### src/design/csdcap_pkg.sv
// Package for the CSD capacity decode: item types, version codes and the
// version lookup functions. No dependencies.

package csdcap_pkg;

    localparam int unsigned CSD_W      = 128;
    localparam int unsigned COUNT_W    = 42;
    localparam int unsigned SPEC_W     = 9;
    localparam int unsigned SECBYTES_W = 16;

    // version codes, version times 100
    localparam logic [SPEC_W-1:0] SPEC_UNKNOWN = 9'd0;
    localparam logic [SPEC_W-1:0] SPEC_SD_100  = 9'd100;
    localparam logic [SPEC_W-1:0] SPEC_SD_200  = 9'd200;
    localparam logic [SPEC_W-1:0] SPEC_MMC_120 = 9'd120;
    localparam logic [SPEC_W-1:0] SPEC_MMC_122 = 9'd122;
    localparam logic [SPEC_W-1:0] SPEC_MMC_140 = 9'd140;
    localparam logic [SPEC_W-1:0] SPEC_MMC_300 = 9'd300;
    localparam logic [SPEC_W-1:0] SPEC_MMC_400 = 9'd400;
    localparam logic [SPEC_W-1:0] SPEC_MMC_410 = 9'd410;
    localparam logic [SPEC_W-1:0] SPEC_MMC_420 = 9'd420;
    localparam logic [SPEC_W-1:0] SPEC_MMC_430 = 9'd430;
    localparam logic [SPEC_W-1:0] SPEC_MMC_441 = 9'd441;
    localparam logic [SPEC_W-1:0] SPEC_MMC_450 = 9'd450;
    localparam logic [SPEC_W-1:0] SPEC_MMC_500 = 9'd500;
    localparam logic [SPEC_W-1:0] SPEC_MMC_510 = 9'd510;

    // CSD_STRUCTURE codes
    localparam logic [1:0] CSD_STRUCT_V1 = 2'd0;
    localparam logic [1:0] CSD_STRUCT_V2 = 2'd1;

    // READ_BL_LEN code for a 1024-byte sector
    localparam logic [3:0] BLLEN_1K = 4'd10;

    // MMC user area above this byte count comes from EXT_CSD
    localparam logic [40:0] MMC_BIG_BYTES = 41'h0_8000_0000;

    // SPEC_VERS codes of the MMC CSD
    localparam logic [3:0] MMC_VERS_1 = 4'd1;
    localparam logic [3:0] MMC_VERS_2 = 4'd2;
    localparam logic [3:0] MMC_VERS_3 = 4'd3;
    localparam logic [3:0] MMC_VERS_4 = 4'd4;

    // EXT_CSD_REV codes
    localparam logic [7:0] EXT_REV_0 = 8'd0;
    localparam logic [7:0] EXT_REV_1 = 8'd1;
    localparam logic [7:0] EXT_REV_2 = 8'd2;
    localparam logic [7:0] EXT_REV_3 = 8'd3;
    localparam logic [7:0] EXT_REV_5 = 8'd5;
    localparam logic [7:0] EXT_REV_6 = 8'd6;
    localparam logic [7:0] EXT_REV_7 = 8'd7;
    localparam logic [7:0] EXT_REV_8 = 8'd8;

    typedef struct packed {
        logic [7:0]  boot_size_mult;
        logic [31:0] ext_sector_count;
        logic [7:0]  ext_csd_rev;
        logic        is_mmc;
        logic [63:0] csd_high;
        logic [63:0] csd_low;
    } t_csd_in;

    typedef struct packed {
        logic [SPEC_W-1:0]     spec_code;
        logic [COUNT_W-1:0]    boot_sectors;
        logic [COUNT_W-1:0]    user_sectors;
        logic [SECBYTES_W-1:0] sector_bytes;
    } t_csd_out;

    function automatic logic [SPEC_W-1:0] mmc_base_version(input logic [3:0] code);
        logic [SPEC_W-1:0] v;
        case (code)
            MMC_VERS_1: v = SPEC_MMC_140;
            MMC_VERS_2: v = SPEC_MMC_122;
            MMC_VERS_3: v = SPEC_MMC_300;
            MMC_VERS_4: v = SPEC_MMC_400;
            default:    v = SPEC_MMC_120;
        endcase
        return v;
    endfunction

    function automatic logic [SPEC_W-1:0] mmc_ext_version(input logic [7:0] rev);
        logic [SPEC_W-1:0] v;
        case (rev)
            EXT_REV_0: v = SPEC_MMC_400;
            EXT_REV_1: v = SPEC_MMC_410;
            EXT_REV_2: v = SPEC_MMC_420;
            EXT_REV_3: v = SPEC_MMC_430;
            EXT_REV_5: v = SPEC_MMC_441;
            EXT_REV_6: v = SPEC_MMC_450;
            EXT_REV_7: v = SPEC_MMC_500;
            EXT_REV_8: v = SPEC_MMC_510;
            default:   v = SPEC_MMC_400;
        endcase
        return v;
    endfunction

endpackage

### src/design/csdcap_regslice.sv
// Register slice: one item register with valid flag and ready passed back.
// Depends on nothing; width set by parameter.

module csdcap_regslice #(
    parameter int unsigned W = 8
) (
    input  logic         i_clk,
    input  logic         i_rst_n,
    input  logic         i_valid,
    output logic         o_ready,
    input  logic [W-1:0] i_data,
    output logic         o_valid,
    input  logic         i_ready,
    output logic [W-1:0] o_data
);

    logic         r_valid;
    logic [W-1:0] r_data;

    // take a new item whenever the slot is empty or is being emptied
    assign o_ready = !r_valid || i_ready;

    always_ff @(posedge i_clk) begin
        if (!i_rst_n) begin
            r_valid <= 1'b0;
        end else if (o_ready) begin
            r_valid <= i_valid;
        end
    end

    always_ff @(posedge i_clk) begin
        if (o_ready && i_valid) begin
            r_data <= i_data;
        end
    end

    assign o_valid = r_valid;
    assign o_data  = r_data;

endmodule

### src/design/csdcap_decode.sv
// Combinational CSD decode: field extraction, capacity formulas, version code.
// Depends on csdcap_pkg.

module csdcap_decode
    import csdcap_pkg::*;
(
    input  t_csd_in  i_item,
    output t_csd_out o_result
);

    always_comb begin
        logic [CSD_W-1:0]   csd;
        logic [2:0]         mult;
        logic [11:0]        csize;
        logic [21:0]        c2;
        logic [3:0]         blshift;
        logic [1:0]         structure;
        logic [12:0]        csize_p1;
        logic [22:0]        c2_p1;
        logic [40:0]        mmc_bytes;
        logic [24:0]        boot_bytes;
        logic [COUNT_W-1:0] user;
        logic [COUNT_W-1:0] boot;
        logic [SPEC_W-1:0]  spec;
        logic               is_1k;

        csd       = {i_item.csd_high, i_item.csd_low};
        mult      = csd[49:47];
        csize     = csd[73:62];
        c2        = csd[69:48];
        blshift   = csd[83:80];
        structure = csd[127:126];
        csize_p1  = {1'b0, csize} + 13'd1;
        c2_p1     = {1'b0, c2} + 23'd1;
        mmc_bytes  = {i_item.ext_sector_count, 9'b0};
        boot_bytes = {i_item.boot_size_mult, 17'b0};

        user = COUNT_W'(csize_p1) << ({1'b0, mult} + 4'd2);
        boot = '0;
        spec = SPEC_UNKNOWN;

        if (i_item.is_mmc) begin
            spec = mmc_base_version(csd[125:122]);
            if (structure[1] && spec == SPEC_MMC_400) begin
                spec = mmc_ext_version(i_item.ext_csd_rev);
            end
            if (spec >= SPEC_MMC_420) begin
                if (mmc_bytes > MMC_BIG_BYTES) begin
                    user = COUNT_W'(mmc_bytes >> blshift);
                end
                boot = COUNT_W'(boot_bytes >> blshift);
            end
        end else begin
            if (structure == CSD_STRUCT_V1) begin
                spec = SPEC_SD_100;
            end else if (structure == CSD_STRUCT_V2) begin
                spec = SPEC_SD_200;
                user = {c2_p1, 19'b0} >> blshift;
            end
        end

        // report a 1 KiB sector as two 512-byte sectors
        is_1k = (blshift == BLLEN_1K);
        o_result.sector_bytes = is_1k ? 16'd512 : (16'd1 << blshift);
        o_result.user_sectors = is_1k ? {user[COUNT_W-2:0], 1'b0} : user;
        o_result.boot_sectors = is_1k ? {boot[COUNT_W-2:0], 1'b0} : boot;
        o_result.spec_code    = spec;
    end

endmodule

### src/design/sd_mmc_csd_capacity_decode_core.sv
// Top level of the SD/MMC CSD capacity decode: input slice, decode, output slice.
// Depends on csdcap_pkg, csdcap_regslice and csdcap_decode.
//
//  channel   dir  signals                          payload
//  s (item)  in   i_s_tvalid o_s_tready            i_s_tdata 176b, i_s_tuser 1b
//  m (result) out o_m_tvalid i_m_tready            o_m_tdata 112b
//
// One item per cycle sustained while the result side is ready; an item passes through
// the input register, the decode logic and then the result register.
// Reset (synchronous, active low) empties both registers.
// A stall on the result side holds the result register and backs up through the
// input register; with both full the input side is not ready.

module sd_mmc_csd_capacity_decode_core
    import csdcap_pkg::*;
(
    input  logic         i_clk,
    input  logic         i_rst_n,
    input  logic         i_s_tvalid,
    output logic         o_s_tready,
    // csd_low[63:0], csd_high[127:64], ext_csd_rev[135:128],
    // ext_sector_count[167:136], boot_size_mult[175:168]
    input  logic [175:0] i_s_tdata,
    // is_mmc[0]
    input  logic         i_s_tuser,
    output logic         o_m_tvalid,
    input  logic         i_m_tready,
    // sector_bytes[15:0], user_sectors[57:16], boot_sectors[99:58],
    // spec_code[108:100], zero[111:109]
    output logic [111:0] o_m_tdata
);

    localparam int unsigned IN_W  = $bits(t_csd_in);
    localparam int unsigned OUT_W = $bits(t_csd_out);

    t_csd_in  in_item;
    t_csd_in  dec_item;
    t_csd_out dec_result;
    t_csd_out out_result;
    logic     dec_valid;
    logic     dec_ready;

    always_comb begin
        in_item.csd_low          = i_s_tdata[63:0];
        in_item.csd_high         = i_s_tdata[127:64];
        in_item.ext_csd_rev      = i_s_tdata[135:128];
        in_item.ext_sector_count = i_s_tdata[167:136];
        in_item.boot_size_mult   = i_s_tdata[175:168];
        in_item.is_mmc           = i_s_tuser;
    end

    csdcap_regslice #(.W(IN_W)) u_in_slice (
        .i_clk   (i_clk),
        .i_rst_n (i_rst_n),
        .i_valid (i_s_tvalid),
        .o_ready (o_s_tready),
        .i_data  (in_item),
        .o_valid (dec_valid),
        .i_ready (dec_ready),
        .o_data  (dec_item)
    );

    csdcap_decode u_decode (
        .i_item   (dec_item),
        .o_result (dec_result)
    );

    csdcap_regslice #(.W(OUT_W)) u_out_slice (
        .i_clk   (i_clk),
        .i_rst_n (i_rst_n),
        .i_valid (dec_valid),
        .o_ready (dec_ready),
        .i_data  (dec_result),
        .o_valid (o_m_tvalid),
        .i_ready (i_m_tready),
        .o_data  (out_result)
    );

    assign o_m_tdata = {3'b000, out_result.spec_code, out_result.boot_sectors,
                        out_result.user_sectors, out_result.sector_bytes};

    // sector size is always a single power of two, never 1 KiB
    a_secbytes_onehot: assert property (@(posedge i_clk) disable iff (!i_rst_n)
        o_m_tvalid |-> ($onehot(o_m_tdata[15:0]) && o_m_tdata[15:0] != 16'd1024))
        else $error("sector size not a valid power of two");

    // boot partitions only reported for MMC 4.2 and later
    a_boot_needs_420: assert property (@(posedge i_clk) disable iff (!i_rst_n)
        (o_m_tvalid && o_m_tdata[99:58] != 42'd0) |-> (o_m_tdata[108:100] >= SPEC_MMC_420))
        else $error("boot sectors reported below MMC 4.2");

    // an item taken into an empty pipe passes the input register and reaches the result register
    a_latency: assert property (@(posedge i_clk) disable iff (!i_rst_n)
        (i_s_tvalid && o_s_tready && !dec_valid && !o_m_tvalid) |=> ##1 o_m_tvalid)
        else $error("item lost between input and result register");

    // padding bits stay zero
    a_pad_zero: assert property (@(posedge i_clk) disable iff (!i_rst_n)
        o_m_tvalid |-> (o_m_tdata[111:109] == 3'b000))
        else $error("result padding not zero");

endmodule

### config.mk
export PLATFORM = sky130hd
export DESIGN_NAME = sd_mmc_csd_capacity_decode_core
export DESIGN_NICKNAME = d
export VERILOG_FILES = /design/src/design/csdcap_pkg.sv /design/src/design/csdcap_regslice.sv /design/src/design/csdcap_decode.sv /design/src/design/sd_mmc_csd_capacity_decode_core.sv
export SDC_FILE = /design/constraint.sdc
export NUM_CORES = 1
export LEC_CHECK = 0
export BUFFER_PORTS_ARGS = -buffer_cell sky130_fd_sc_hd__buf_2
export CORE_ASPECT_RATIO = 0.8
export CORE_MARGIN = 2
export CORE_UTILIZATION = 43
export DETAILED_ROUTE_END_ITERATION = 6
export PLACE_DENSITY = 0.7
export SLEW_MARGIN = 20
export SYNTH_ARGS = -nofsm -noshare
export SYNTH_HDL_FRONTEND = slang
export SYNTH_SLANG_ARGS = --single-unit
### constraint.sdc
create_clock -name i_clk -period 6.4 [get_ports i_clk]
set_clock_uncertainty 0.15 [all_clocks]
set_input_delay 0.64 -clock i_clk [delete_from_list [all_inputs] [get_ports i_clk]]
set_output_delay 0.64 -clock i_clk [all_outputs]
set_load 0.01 [all_outputs]
# After elaboration in Yosys (flattened, before gate mapping)

Memory sizes are Yosys's and may differ from the RTL's. A register that Yosys moved wholly into a read port is not among the register bits.
Index checks and enable logic that the tools add are counted.

$add $sub $neg: 3
Reduce and logical (&&, ||, !) cells: 9
Shift operators: 5
Eq/ne operators: 7
Order comparisons: 2
Mux-type cells: 18

Operators by type and width:

| operator              | count |
|---|---|
| $mux 42               | 9 |
| $mux 9                | 6 |
| $shl 13x4->42         | 1 |
| $shr 25x4->42         | 1 |
| $shr 41x4->42         | 1 |
| $shr 42x4->42         | 1 |
| $gt 41x32->1 const B  | 1 |
| $pmux 9 s4            | 1 |
| $add 22x1->23 const B | 1 |
| $shl 1x4->16 const A  | 1 |
| $add 12x1->13 const B | 1 |
| $eq 9x9->1 const B    | 1 |
| $ge 9x9->1 const B    | 1 |
| $eq 4x2->1 const B    | 2 |
| $mux 8                | 1 |
| $add 3x2->4 const B   | 1 |
| $eq 4x1->1 const B    | 1 |
| $eq 4x3->1 const B    | 1 |
| $eq 4x4->1 const B    | 1 |
| $logic_not 4->1       | 1 |
| $mux 4                | 1 |
| $logic_and 1x1->1     | 3 |
| $eq 2x1->1 const B    | 1 |
| $logic_not 1->1       | 2 |
| 2 further kinds       | 3 |

Bits in registers: 288
Memory bits (read-only): 112
Bits of input ports: 181
Logic and storage cells: 50
Memories: 1

Memory list:

| memory          | depth | width | read ports | clocked after memory_dff | write ports | line             | RTL |
|---|---|---|---|---|---|---|---|
| (no name shown) | 16    | 7     | 1          | 1                        | 0           | csdcap_pkg.sv:84 | `case (rev)` |

# Depth between registers and ports, before layout

Depth after elaboration: 11
Depth in mapped cells: 12

# Hierarchy

From an unflattened synthesis, not the netlist that was laid out.

Cell total of the unflattened synthesis: 1412
Area total of the unflattened synthesis: 15800.2 µm²

By module, submodules not included:

| module                          | instances | area each (µm²) | sequential area each (µm²) | cells an instance |
|---|---|---|---|---|
| csdcap_decode                   | 1         | 7070.5          | 0.0                        | 1112 |
| csdcap_regslice (u_in_slice)    | 1         | 5372.7          | 5335.1                     | 182 |
| csdcap_regslice (u_out_slice)   | 1         | 3330.7          | 3293.2                     | 114 |
| sd_mmc_csd_capacity_decode_core | 1         | 26.3            | 0.0                        | 4 |

# Worst setup path after synthesis

Ideal clock, no wire load.

Path kind: input port to flip-flop
Start: in i_m_tready
End: reg u_out_slice.r_data[0] (netlist: u_out_slice.o_data[0]) (enable)
Data arrival time: 4.753 ns
Slack: 0.945 ns
Stages: 2
Setup time: 0.552 ns
Cell sequence: nor2b_1 > nor2b_1

Cells in the longest elaborated chain, start to end: 2

RTL lines:

| item                 | line                                  | RTL |
|---|---|---|
| from (decl)          | sd_mmc_csd_capacity_decode_core.sv:27 | `input logic i_m_tready,` |
| $logic_or 1x1->1     | csdcap_regslice.sv:21                 | `assign o_ready = !r_valid \|\| i_ready;` |
| $logic_and 1x1->1    | csdcap_regslice.sv:32                 | `if (o_ready && i_valid) begin` |
| to (signal assigned) | csdcap_regslice.sv:33                 | `r_data <= i_data;` |
| to (decl)            | csdcap_regslice.sv:18                 | `logic [W-1:0] r_data;` |

Every way passes these cells.
A chain may end at the register's enable or synchronous reset.

==> flow_metrics.tcl <==
set metrics [dict create \
    status "finished, final reports clean" \
    drtIter0Drc 1479 \
    cp-start-kind "flip-flop" \
    overflow 0 \
    worst_hold_path.endpoint "u_in_slice.o_data[69]" \
    drc_errors 0 \
    cts_inserted_buffers 17 \
    ys_seq_area_frac 0.4292 \
    fin_nets 1664 \
    synthCells 1363 \
    synthToLayoutAreaGrowth_pct 12.80 \
    diodes 0 \
    hp-class "in2reg" \
    place_area_mm2 0.01385 \
    yosys_warnings 0 \
    via_per_inst 6.332 \
    crit_arrival_ns 4.58 \
    power.density_mw_per_mm2 221.8 \
    power.total_uw 3203 \
    min_path_cells 1 \
    clock.fmax_mhz 223.1 \
    slew_headroom 0.2238 \
    start_util 0.4371 \
    regArea_mm2 0.005495 \
    end_kind "flip-flop" \
    ys_ff_latch 186 \
    root_buffer "clkbuf_16" \
    async_flop_share 0 \
    rrSetupSlack_ns 1.92 \
    period_minus_slack_ns 4.482 \
    synth.largest_area_cell "edfxtp_1" \
    drtAntennaViolNets 0 \
    hold_viol 0 \
    routed_wl_mm 44.74 \
    final_common_cell "buf_2" \
    r2r_cells 8 \
    slew_viol_final 0 \
    grt_pass1_vias 10800 \
    power_leakage_uw 0.005339 \
    drt-wirelength-per-cell_um 23.91 \
    cts_resized 0 \
    yosysUniqueCellTypes 92 \
    worstHoldStart "i_s_tdata[69]" \
    final.setup.tns_ns 0 \
    fillerInstances 2786 \
    worst_skew_pair.late_latency_ns 0.44 \
    syn_area_per_cell_um2 9.393 \
    die_area_mm2 0.03118 \
    antenna_found_initial 1 \
    drive_gt1_frac 0.2068 \
    ys_top_cells_by_area "edfxtp_1 (42%), mux2i_1 (6.0%), nor2_1 (4.2%)" \
    clk_pin_slew_ns 0.07 \
    cp_max_fo 21 \
    place_congestion 1.002 \
    fin_crit_sh 0.7003 \
    r2r-start "u_in_slice.o_data[67]" \
    synth_edf_count 177 \
    clk_path_buf_depth 2 \
    io_pins 295 \
    vias 11847 \
    peakVddDrop_uv 193.5 \
    critical_path_class "reg2reg" \
    ys.flop_type "edfxtp_1" \
    cts_hold_buf 0 \
    die_h_um 158.3 \
    rsz0062_at_grt "false" \
    syn_area_mm2 0.01280 \
    drt_pass1_iterations 7 \
    h-tree-depth 4 \
    setup_violations 0 \
    dpl.hpwl_mm 33.17 \
    cts_tree "done" \
    port-buffer-count 182 \
    grt_max_degree 65 \
    required_ns 6.50 \
    coreArea_mm2 0.02929 \
    synth.top_cell.area_share 0.4152 \
    post_cts_buffers 0 \
    grt_first_pass_wirelength_mm 66.33 \
    tightest_slew_ns 1.154 \
    layout_common_cells "buf_2 (182), edfxtp_1 (177), nor2_1 (143), nand2_1 (143)" \
    die_x_um 196.9 \
    max-cap-violations 0 \
    finalInstanceArea_mm2 0.01444 \
    grtUsageTotal 0.2853 \
    reg2reg_to "u_out_slice.o_data[35]" \
    multi_input_area_mm2 0.006689 \
    clock-sinks 186 \
    rows 56 \
]
## worst max-delay path by stage
stage                          startpoint                      to  slack (ns)  cells after the start
global route        u_in_slice.o_data[67]  u_out_slice.o_data[34]        1.84                      8
floorplan                      i_m_tready   u_out_slice.o_data[0]        0.94                      2
detailed placement  u_in_slice.o_data[67]  u_out_slice.o_data[35]        2.18                      8
global placement    u_in_slice.o_data[62]  u_out_slice.o_data[35]        2.18                      9
finish              u_in_slice.o_data[67]  u_out_slice.o_data[35]        1.92                      8
CTS                 u_in_slice.o_data[67]  u_out_slice.o_data[35]        2.15                      8
## Yosys cell counts (7+ instances only)
| library cell | count |
|---|---|
| clkbuf_1 | 67 |
| a31oi_1 | 16 |
| o21ai_0 | 73 |
| nor4_1 | 30 |
| o22ai_1 | 15 |
| nand2_1 | 143 |
| mux4_2 | 8 |
| edfxtp_1 | 177 |
| inv_1 | 17 |
| buf_2 | 25 |
| a21oi_1 | 77 |
| o211ai_1 | 13 |
| o31ai_1 | 14 |
| nand3_1 | 39 |
| xnor2_1 | 12 |
| mux2_2 | 30 |
| a22oi_1 | 11 |
| nand4_1 | 17 |
| buf_1 | 15 |
| a211oi_1 | 21 |
| nor3_1 | 42 |
| nor2b_1 | 10 |
| and3_1 | 21 |
| o21a_1 | 15 |
| nor2_1 | 144 |
| or3_1 | 7 |
| o221ai_1 | 9 |
| and2_1 | 10 |
| buf_4 | 24 |
| dfxtp_1 | 9 |
| a2bb2oi_1 | 7 |
| mux2i_1 | 77 |
| nand2b_1 | 11 |
## area by class of cell
class,instances,share of cell area
Inverter,20,0.005285
Clock inverter,12,0.009790
Sequential cell,186,0.3805
Multi-Input combinational cell,1046,0.4632
Tap cell,377,0.03266
Clock buffer,20,0.03093
Timing Repair Buffer,210,0.07763
## per-stage QoR
step	instances	setup slack, ns	hold slack, ns	utilization
2_1_floorplan	1385	0.9449	0.3268	-
3_3_place_gp	1839	2.182	0.3732	0.4730
3_5_place_dp	1839	2.184	0.3678	0.4730
4_1_cts	1871	2.146	0.2003	0.4931
5_1_grt	1871	1.840	0.2003	0.4931
6_report	1871	1.918	0.2162	0.4931
## worst max-delay path: stages (launching register included)
cell,delay (ns)
edfxtp_1,0.76
nand4_1,0.60
o31ai_1,0.50
nor2_1,0.07
o31ai_1,0.96
a221oi_1,0.24
a2111oi_0,0.49
a21oi_1,0.22
a22oi_1,0.27
## routing by layer
| layer | wire length [µm] | up-vias | track usage |
|---|---|---|---|
| met3 | 4684 | 76 | 0.07329 |
| met5 | 13 | - | 0 |
| met2 | 18720 | 679 | 0.4121 |
| li1 | - | 5415 | - |
| met1 | 20120 | 5675 | 0.4170 |
| met4 | 1200 | 2 | 0.08987 |
## cells by family after synthesis
| group | share of synthesized area |
|---|---|
| AOI/OAI and AO/OA | 0.1998 |
| xor gates and xnor gates | 0.009578 |
| adders and majority gates | 0.001954 |
| buffers and inverters | 0.05551 |
| DFF | 0.4292 |
| muxes | 0.1018 |
| other | 0.0002929 |
| and+or+nand+nor | 0.2018 |
## sequential cells by signal (all words and copies together) (netlist names), named ones only
name / cells
u_out_slice.o_valid: 1
u_in_slice.o_valid: 1
u_in_slice.o_data: 86
u_out_slice.o_data: 91
## where the power goes
| group | total (µW) | internal, µW | switching [µW] | leakage, µW |
|---|---|---|---|---|
| registers | 1480 | 1420 | 64.5 | 0.00174 |
| clock network | 1080 | 592 | 484 | 0.000284 |
| logic | 646 | 222 | 424 | 0.00331 |
(Power assumes the default switching activity.)
